==> config.mk <==
export PLATFORM = sky130hd
export DESIGN_NAME = bounded_sequential_list
export DESIGN_NICKNAME = d
export VERILOG_FILES = /design/src/sv/bsl_pkg.sv /design/src/sv/bsl_cmp.sv /design/src/sv/bounded_sequential_list.sv
export VERILOG_INCLUDE_DIRS = /design/src /design/src/sv
export SDC_FILE = /design/constraint.sdc
export NUM_CORES = 1
export LEC_CHECK = 0
export ABC_CLOCK_PERIOD_IN_PS = 11150
export BUFFER_PORTS_ARGS = -buffer_cell sky130_fd_sc_hd__buf_2
export CORE_MARGIN = 2
export CORE_UTILIZATION = 55
export CTS_CLUSTER_DIAMETER = 120
export DETAILED_ROUTE_END_ITERATION = 7
export GPL_TIMING_DRIVEN = 0
export PLACE_DENSITY = 0.72
export SYNTH_ARGS = -nofsm -noshare
export SYNTH_HDL_FRONTEND = slang
export SYNTH_SLANG_ARGS = --single-unit
==> constraint.sdc <==
create_clock -name clk -period 11.15 [get_ports clk]
set_input_delay 1.6725 -clock clk [delete_from_list [all_inputs] [get_ports clk]]
set_output_delay 1.6725 -clock clk [all_outputs]
set_load 0.005 [all_outputs]
==> src/sv/assert_macros.svh <==
// assertion macros shared by the list rtl
// expects clk and rst_n in the scope of each use
`ifndef ASSERT_MACROS_SVH
`define ASSERT_MACROS_SVH

// property holds at every clock edge out of reset
`define BSL_ASSERT_ALWAYS(lbl, expr) \
  lbl: assert property (@(posedge clk) disable iff (!rst_n) (expr)) \
    else $error("list check failed");

// consequent holds in the same cycle as the antecedent
`define BSL_ASSERT_IMPLY(lbl, ante, cons) \
  lbl: assert property (@(posedge clk) disable iff (!rst_n) (ante) |-> (cons)) \
    else $error("list check failed");

// consequent holds in the cycle after the antecedent
`define BSL_ASSERT_NEXT(lbl, ante, cons) \
  lbl: assert property (@(posedge clk) disable iff (!rst_n) (ante) |=> (cons)) \
    else $error("list check failed");

`endif

==> src/sv/bsl_pkg.sv <==
// types, codes and sizes for the bounded sequential list
// used by bsl_cmp and bounded_sequential_list
package bsl_pkg;

  localparam int CAPACITY  = 16;
  localparam int WORD_BITS = 32;
  localparam int IDX_W     = (CAPACITY > 1) ? $clog2(CAPACITY) : 1;
  localparam int CNT_W     = $clog2(CAPACITY + 1);

  // request kinds
  localparam logic [2:0] KIND_APPEND    = 3'd0;
  localparam logic [2:0] KIND_PREPEND   = 3'd1;
  localparam logic [2:0] KIND_SORTED    = 3'd2;
  localparam logic [2:0] KIND_REM_FIRST = 3'd3;
  localparam logic [2:0] KIND_REM_LAST  = 3'd4;
  localparam logic [2:0] KIND_REM_AT    = 3'd5;
  localparam logic [2:0] KIND_SEARCH    = 3'd6;

  // result status codes
  localparam logic [2:0] ST_DONE     = 3'd0;
  localparam logic [2:0] ST_FULL     = 3'd1;
  localparam logic [2:0] ST_EMPTY    = 3'd2;
  localparam logic [2:0] ST_BADIDX   = 3'd3;
  localparam logic [2:0] ST_NOTFOUND = 3'd4;

  typedef logic [WORD_BITS-1:0] word_t;

  typedef struct packed {
    logic [2:0]         kind;
    logic signed [31:0] value;
    logic [3:0]         index;
  } in_item_t;

  typedef struct packed {
    logic [2:0]         status;
    logic signed [31:0] removed_value;
    logic [3:0]         found_position;
    logic [4:0]         entry_count;
  } out_item_t;

  // compare unit result
  typedef struct packed {
    logic gt;
    logic eq;
  } cmp_res_t;

  typedef enum logic [1:0] {
    S_IDLE,
    S_RD,
    S_EX,
    S_OUT
  } seq_st_t;

endpackage

==> src/sv/bsl_cmp.sv <==
// shared word compare unit: signed greater-than and equality
// depends on bsl_pkg
module bsl_cmp (
  input  bsl_pkg::word_t    a,
  input  bsl_pkg::word_t    b,
  output bsl_pkg::cmp_res_t res
);

  // signed order for sorting, bitwise match for search
  assign res.gt = $signed(a) > $signed(b);
  assign res.eq = (a == b);

endmodule

==> src/sv/bounded_sequential_list.sv <==
// bounded sequential list: one request at a time, stall high while busy.
// append and refused requests go straight to the result. prepend, removals and
// search walk the list entry by entry through one read port. sorted insert runs
// bubble passes over the shared compare unit.
// sync active-low reset empties the list; entry storage itself is not cleared.
`include "assert_macros.svh"

module bounded_sequential_list (
  input  logic                clk,
  input  logic                rst_n,
  input  logic                in_valid,
  output logic                in_stall,
  input  bsl_pkg::in_item_t   in_data,
  output logic                out_valid,
  input  logic                out_stall,
  output bsl_pkg::out_item_t  out_data
);

  localparam int IDX_W = bsl_pkg::IDX_W;
  localparam int CNT_W = bsl_pkg::CNT_W;

  // control registers
  bsl_pkg::seq_st_t   state_r, state_nxt;
  logic [CNT_W-1:0]   count_r, count_nxt;
  logic [CNT_W-1:0]   ptr_r, ptr_nxt;
  logic [CNT_W-1:0]   lim_r, lim_nxt;
  logic [2:0]         kind_r, kind_nxt;
  logic               head_r, head_nxt;
  logic               swap_r, swap_nxt;
  logic               out_valid_r, out_valid_nxt;

  // payload registers
  bsl_pkg::word_t     val_r, val_nxt;
  bsl_pkg::word_t     carry_r, carry_nxt;
  bsl_pkg::word_t     removed_r, removed_nxt;
  logic [2:0]         status_r, status_nxt;
  logic [3:0]         found_r, found_nxt;
  bsl_pkg::out_item_t out_data_r, out_data_nxt;

  // entry storage, one write and one registered read port
  bsl_pkg::word_t     mem [bsl_pkg::CAPACITY];
  logic               mem_we;
  logic [IDX_W-1:0]   mem_wa;
  bsl_pkg::word_t     mem_wd;
  logic [IDX_W-1:0]   mem_ra;
  bsl_pkg::word_t     rd_data_r;

  bsl_pkg::word_t     cmp_a;
  bsl_pkg::cmp_res_t  cmp_res;
  logic               in_acc;
  bsl_pkg::word_t     in_word;
  logic               full;

  assign in_stall  = (state_r != bsl_pkg::S_IDLE);
  assign in_acc    = in_valid && !in_stall;
  assign in_word   = bsl_pkg::WORD_BITS'(in_data.value);
  assign full      = (count_r >= CNT_W'(bsl_pkg::CAPACITY));
  assign out_valid = out_valid_r;
  assign out_data  = out_data_r;

  // one compare unit serves sort passes and search
  assign cmp_a = (kind_r == bsl_pkg::KIND_SEARCH) ? val_r : carry_r;

  bsl_cmp u_cmp (
    .a   (cmp_a),
    .b   (rd_data_r),
    .res (cmp_res)
  );

  // storage ports
  always_ff @(posedge clk) begin
    if (mem_we) begin
      mem[mem_wa] <= mem_wd;
    end
    rd_data_r <= mem[mem_ra];
  end

  // control state
  always_ff @(posedge clk) begin
    if (!rst_n) begin
      state_r     <= bsl_pkg::S_IDLE;
      count_r     <= '0;
      ptr_r       <= '0;
      lim_r       <= '0;
      kind_r      <= bsl_pkg::KIND_APPEND;
      head_r      <= 1'b0;
      swap_r      <= 1'b0;
      out_valid_r <= 1'b0;
    end else begin
      state_r     <= state_nxt;
      count_r     <= count_nxt;
      ptr_r       <= ptr_nxt;
      lim_r       <= lim_nxt;
      kind_r      <= kind_nxt;
      head_r      <= head_nxt;
      swap_r      <= swap_nxt;
      out_valid_r <= out_valid_nxt;
    end
  end

  // payload state
  always_ff @(posedge clk) begin
    val_r      <= val_nxt;
    carry_r    <= carry_nxt;
    removed_r  <= removed_nxt;
    status_r   <= status_nxt;
    found_r    <= found_nxt;
    out_data_r <= out_data_nxt;
  end

  // sequencer
  always_comb begin
    state_nxt     = state_r;
    count_nxt     = count_r;
    ptr_nxt       = ptr_r;
    lim_nxt       = lim_r;
    kind_nxt      = kind_r;
    head_nxt      = head_r;
    swap_nxt      = swap_r;
    val_nxt       = val_r;
    carry_nxt     = carry_r;
    removed_nxt   = removed_r;
    status_nxt    = status_r;
    found_nxt     = found_r;
    out_valid_nxt = out_valid_r && out_stall;
    out_data_nxt  = out_data_r;
    mem_we        = 1'b0;
    mem_wa        = '0;
    mem_wd        = carry_r;
    mem_ra        = '0;

    case (state_r)
      bsl_pkg::S_IDLE: begin
        if (in_acc) begin
          kind_nxt    = in_data.kind;
          val_nxt     = in_word;
          status_nxt  = bsl_pkg::ST_DONE;
          removed_nxt = '0;
          found_nxt   = '0;
          head_nxt    = 1'b1;
          swap_nxt    = 1'b0;
          ptr_nxt     = '0;
          lim_nxt     = count_r + 1'b1;
          state_nxt   = bsl_pkg::S_OUT;
          case (in_data.kind)
            bsl_pkg::KIND_APPEND, bsl_pkg::KIND_SORTED: begin
              if (full) begin
                status_nxt = bsl_pkg::ST_FULL;
              end else begin
                mem_we    = 1'b1;
                mem_wa    = count_r[IDX_W-1:0];
                mem_wd    = in_word;
                count_nxt = count_r + 1'b1;
                if (in_data.kind == bsl_pkg::KIND_SORTED && count_r != '0) begin
                  state_nxt = bsl_pkg::S_RD;
                end
              end
            end
            bsl_pkg::KIND_PREPEND: begin
              if (full) begin
                status_nxt = bsl_pkg::ST_FULL;
              end else begin
                ptr_nxt   = count_r;
                state_nxt = bsl_pkg::S_RD;
              end
            end
            bsl_pkg::KIND_REM_FIRST, bsl_pkg::KIND_REM_LAST, bsl_pkg::KIND_REM_AT: begin
              if (count_r == '0) begin
                status_nxt = bsl_pkg::ST_EMPTY;
              end else if (in_data.kind == bsl_pkg::KIND_REM_AT &&
                           CNT_W'(in_data.index) >= count_r) begin
                status_nxt = bsl_pkg::ST_BADIDX;
              end else begin
                if (in_data.kind == bsl_pkg::KIND_REM_LAST) begin
                  ptr_nxt = count_r - 1'b1;
                end else if (in_data.kind == bsl_pkg::KIND_REM_AT) begin
                  ptr_nxt = CNT_W'(in_data.index);
                end
                state_nxt = bsl_pkg::S_RD;
              end
            end
            bsl_pkg::KIND_SEARCH: begin
              state_nxt = bsl_pkg::S_RD;
            end
            default: begin
            end
          endcase
        end
      end

      // issue a read or close the walk
      bsl_pkg::S_RD: begin
        case (kind_r)
          bsl_pkg::KIND_PREPEND: begin
            if (ptr_r == '0) begin
              mem_we    = 1'b1;
              mem_wa    = '0;
              mem_wd    = val_r;
              count_nxt = count_r + 1'b1;
              state_nxt = bsl_pkg::S_OUT;
            end else begin
              mem_ra    = IDX_W'(ptr_r - 1'b1);
              state_nxt = bsl_pkg::S_EX;
            end
          end
          bsl_pkg::KIND_SORTED: begin
            if (head_r) begin
              mem_ra    = '0;
              state_nxt = bsl_pkg::S_EX;
            end else if (ptr_r >= lim_r) begin
              // largest word of this pass lands at the end
              mem_we = 1'b1;
              mem_wa = IDX_W'(lim_r - 1'b1);
              mem_wd = carry_r;
              if (swap_r && lim_r > CNT_W'(2)) begin
                lim_nxt  = lim_r - 1'b1;
                head_nxt = 1'b1;
                swap_nxt = 1'b0;
                ptr_nxt  = '0;
              end else begin
                state_nxt = bsl_pkg::S_OUT;
              end
            end else begin
              mem_ra    = IDX_W'(ptr_r);
              state_nxt = bsl_pkg::S_EX;
            end
          end
          bsl_pkg::KIND_SEARCH: begin
            if (ptr_r >= count_r) begin
              status_nxt = bsl_pkg::ST_NOTFOUND;
              state_nxt  = bsl_pkg::S_OUT;
            end else begin
              mem_ra    = IDX_W'(ptr_r);
              state_nxt = bsl_pkg::S_EX;
            end
          end
          default: begin
            // removals: fetch the victim, then pull the tail down
            if (head_r) begin
              mem_ra    = IDX_W'(ptr_r);
              state_nxt = bsl_pkg::S_EX;
            end else if (ptr_r + 1'b1 >= count_r) begin
              count_nxt = count_r - 1'b1;
              state_nxt = bsl_pkg::S_OUT;
            end else begin
              mem_ra    = IDX_W'(ptr_r + 1'b1);
              state_nxt = bsl_pkg::S_EX;
            end
          end
        endcase
      end

      // use the word just read
      bsl_pkg::S_EX: begin
        state_nxt = bsl_pkg::S_RD;
        case (kind_r)
          bsl_pkg::KIND_PREPEND: begin
            mem_we  = 1'b1;
            mem_wa  = IDX_W'(ptr_r);
            mem_wd  = rd_data_r;
            ptr_nxt = ptr_r - 1'b1;
          end
          bsl_pkg::KIND_SORTED: begin
            if (head_r) begin
              carry_nxt = rd_data_r;
              head_nxt  = 1'b0;
              ptr_nxt   = CNT_W'(1);
            end else begin
              mem_we = 1'b1;
              mem_wa = IDX_W'(ptr_r - 1'b1);
              if (cmp_res.gt) begin
                mem_wd   = rd_data_r;
                swap_nxt = 1'b1;
              end else begin
                mem_wd    = carry_r;
                carry_nxt = rd_data_r;
              end
              ptr_nxt = ptr_r + 1'b1;
            end
          end
          bsl_pkg::KIND_SEARCH: begin
            if (cmp_res.eq) begin
              found_nxt = 4'(ptr_r);
              state_nxt = bsl_pkg::S_OUT;
            end else begin
              ptr_nxt = ptr_r + 1'b1;
            end
          end
          default: begin
            if (head_r) begin
              removed_nxt = rd_data_r;
              head_nxt    = 1'b0;
            end else begin
              mem_we  = 1'b1;
              mem_wa  = IDX_W'(ptr_r);
              mem_wd  = rd_data_r;
              ptr_nxt = ptr_r + 1'b1;
            end
          end
        endcase
      end

      // hand the result to the output register once it is free
      bsl_pkg::S_OUT: begin
        if (!out_valid_r || !out_stall) begin
          out_valid_nxt               = 1'b1;
          out_data_nxt.status         = status_r;
          out_data_nxt.removed_value  = 32'($signed(removed_r));
          out_data_nxt.found_position = found_r;
          out_data_nxt.entry_count    = 5'(count_r);
          state_nxt                   = bsl_pkg::S_IDLE;
        end
      end

      default: begin
        state_nxt = bsl_pkg::S_IDLE;
      end
    endcase
  end

  // checks
  `BSL_ASSERT_ALWAYS(a_count_bound, count_r <= CNT_W'(bsl_pkg::CAPACITY))
  `BSL_ASSERT_NEXT(a_count_step, 1'b1, count_r == $past(count_r) || count_r == $past(count_r) + 1'b1 || count_r + 1'b1 == $past(count_r))
  `BSL_ASSERT_IMPLY(a_empty_reply, out_valid_r && out_data_r.status == bsl_pkg::ST_EMPTY, out_data_r.entry_count == 5'd0)
  `BSL_ASSERT_IMPLY(a_full_reply, out_valid_r && out_data_r.status == bsl_pkg::ST_FULL, out_data_r.entry_count == 5'(bsl_pkg::CAPACITY))

endmodule
==> reports/qor.csv <==
stage,metric,value,unit
clock_network,ctsHoldBuffers,0,
yosys,yosys.area.top_type,edfxtp_1,
clock_network,cts_buffers,74,
route,via_count,22654,
flow_run,cap_violations,0,
yosys,syn_nets,2687,
outcome,run_status,finished clean,
final_layout,layout-drive-gt1-share,13.46,%
critical_path,cp-start-kind,flip-flop,
clock_network,clock_path_buffers,3,
timing,tns,0,ns
yosys,netlist_instances,2582,
clock_network,cts_tree,yes,
timing,maxSlewViolCount,0,
yosys,ys_top_cells_by_count,"edfxtp_1, nand2_1, a21oi_1",
pwr,power_density,269.5,nW/um^2
route,route.detailed.drc,0,
route,drtIter0Drc,2461,
yosys,synth_cell_types,69,
final_layout,syn_to_final_growth,14.60,%
route,first_pass_iters,6,
placement,dpl.hpwl,63700,microns
route,wl_per_cell,24.82,microns
critical_path,critPathKind,reg -> reg,
clock_network,clkLatencyLatePin,0.63,ns
critical_path,crit_required,11.52,ns
yosys,ys_ff_latch,714,
floorplan,placementRows,89,
global_routing,grt_overflow_total,0,
critical_path,cp_max_fo,10,
final_layout,nNetsFinal,2889,
yosys,synth_area_leaders,"edfxtp_1, mux2i_1, a21oi_1",
yosys,ys_seq_area_share,64.27,%
route,via_per_inst,6.260,
worst_hold_path,hp-class,reg -> reg,
yosys,synth_flop_cell,edfxtp_1,
pwr,power.leakage,0.01261,uW
clock_network,htree_levels,3,
timing,period_needed,6.805,ns
timing,fin_skew,0.02476,ns
floorplan,coreArea,58690,sq um
timing,hold_violations,0,
timing,max_slew.worst_pin.slew,1.337,ns
timing,relSlewSlack,10.47,%
floorplan,chipWidth,247.1,microns
yosys,synth-edff-count,659,
floorplan,die_area,61050,sq um
pwr,total_power,10040,uW
placement,pre_cts_slack,3.836,ns
final_layout,antenna_cells,0,
floorplan,io_pins,89,
clock_network,cts.repair.resized,0,
global_routing,met3_usage,3.875,%
timing,fin_hold_ws,0.4126,ns
timing,max_freq,146.9,MHz
yosys,synth_top_area_share,60.89,%
clock_network,post_cts_buffers,0,
final_layout,n_fill_cell,4361,
critical_path,critPathArrivalTime,7.18,ns
global_routing,grt_pass1_vias,21861,
critical_path,cp-end-kind,flip-flop,
global_routing,antenna_found_initial,5,
global_routing,met2_usage,48.15,%
global_routing,grt_pass1_wl,134300,microns
final_layout,postLayoutCellArea,37250,sq um
timing,finalSetupViolCount,0,
route,antenna_left,0,
yosys,yosysMostFrequentCell,edfxtp_1,
global_routing,grt_max_degree,36,
timing,final.period_utilization,61.03,%
yosys,netlist_area,32500,sq um
clock_network,clk_pin_slew,0.06,ns
clock_network,cts_num_sinks,714,
global_routing,busiest_layer,met2,
timing,fin_ws,4.345,ns
global_routing,grt_use_met1,41.14,%
timing,rsz0062_at_grt,false,
global_routing,gr-usage-all-layers,29.52,%
yosys,synth_area_per_cell,12.59,sq um
floorplan,die_y,247.1,microns
pwr,ir_drop,0.1705,mV
route,routed_wirelength,89810,microns
yosys,ys_warn_count,0,
clock_network,root_buffer,clkbuf_16,
placement,gp_congestion,0.9677,
floorplan,initial_utilization,55.38,%
placement,dpl-instance-area,34510,sq um
placement,io_buffers,87,
yosys,async_flop_share,0,%
registers in the layout, summed over array words and instances (netlist names):
register and flops:
val_r 32, lim_r 5, count_r 5, head_r 1, state_r 2, out_valid 1
swap_r 1, status_r 3, carry_r 32, removed_r 32, found_r 4, mem 512
out_data 44, kind_r 3, ptr_r 5, rd_data_r 32
report_power, final:
group | internal [uW] | total [uW] | switching, uW
registers | 3830 | 4080 | 247
clock network | 1560 | 2610 | 1050
logic | 996 | 3340 | 2350
total | 6390 | 10000 | 3650
metrics by stage:
step	instances	utilization [%]
global route	3619	63.47
floorplan	2582	-
CTS	3602	63.21
detailed placement	3464	58.80
global placement	3442	57.77
finish	3619	63.47
kinds of logic after synthesis:
family / after synthesis / share of synthesized area (%)
xor gates and xnor gates: 17 / 0.4581
AOI/OAI and AO/OA: 732 / 13.55
adders and majority gates: 62 / 2.387
muxes: 258 / 8.196
DFF: 714 / 64.27
and+or+nand+nor: 539 / 7.472
buffers and inverters: 260 / 3.657
cells in the final DEF, fill, tap and decap left out, types with 55 or more instances in the layout:
master     count
nor2_1        87
nand2_1      246
inv_1         89
ha_1          62
clkbuf_16     75
o21ai_0      222
dfxtp_1       55
mux2_2        65
clkbuf_1     113
buf_2        111
edfxtp_1     659
mux2i_1      193
nand3_1       78
a21oi_1      223
layer usage:
| layer | vias up | wire length, microns | share of wire, % |
|---|---|---|---|
| met5 | - | 0 | 0 |
| met4 | 0 | 2583 | 2.9 |
| met3 | 173 | 7969 | 8.9 |
| met2 | 1183 | 42140 | 47 |
| met1 | 11123 | 37120 | 41 |
| li1 | 10175 | - | - |
worst max-delay path, stage by stage (launching register included):
cell,delay [ns]
dfxtp_1,0.41
clkbuf_1,0.46
inv_1,0.12
nor2_1,0.19
clkbuf_1,0.63
clkbuf_1,0.51
o21ai_0,0.19
ha_1,0.37
nand4_1,0.15
nor2_1,0.23
nand2_1,0.15
a41o_1,0.27
and3_1,0.24
nor4_1,0.74
clkbuf_1,0.47
clkbuf_1,0.51
o211ai_1,0.53
buf_4,0.35
path summary, 6_finish.rpt:
check           startpoint            to  slack (ns)  depth (start not counted)
max              kind_r[2]   mem[15][10]        4.34                         17
min          removed_r[23]  out_data[32]        0.41                          0
max reg2reg      kind_r[2]   mem[15][10]        4.34                         17
min reg2reg  removed_r[23]  out_data[32]        0.41                          0
area by class of cell:
cell class	count	area (sq um)	share of cell area [%]
clock inverter	49	651.9	1.750
timing repair buffer	126	1049	2.815
tap	773	967.2	2.597
multi-input combinational	1608	10560	28.35
sequential	714	20890	56.09
inverter	90	337.8	0.9070
clock buffer	89	1939	5.207
buffer	170	850.8	2.284
Power figures use the tool's default switching activity.
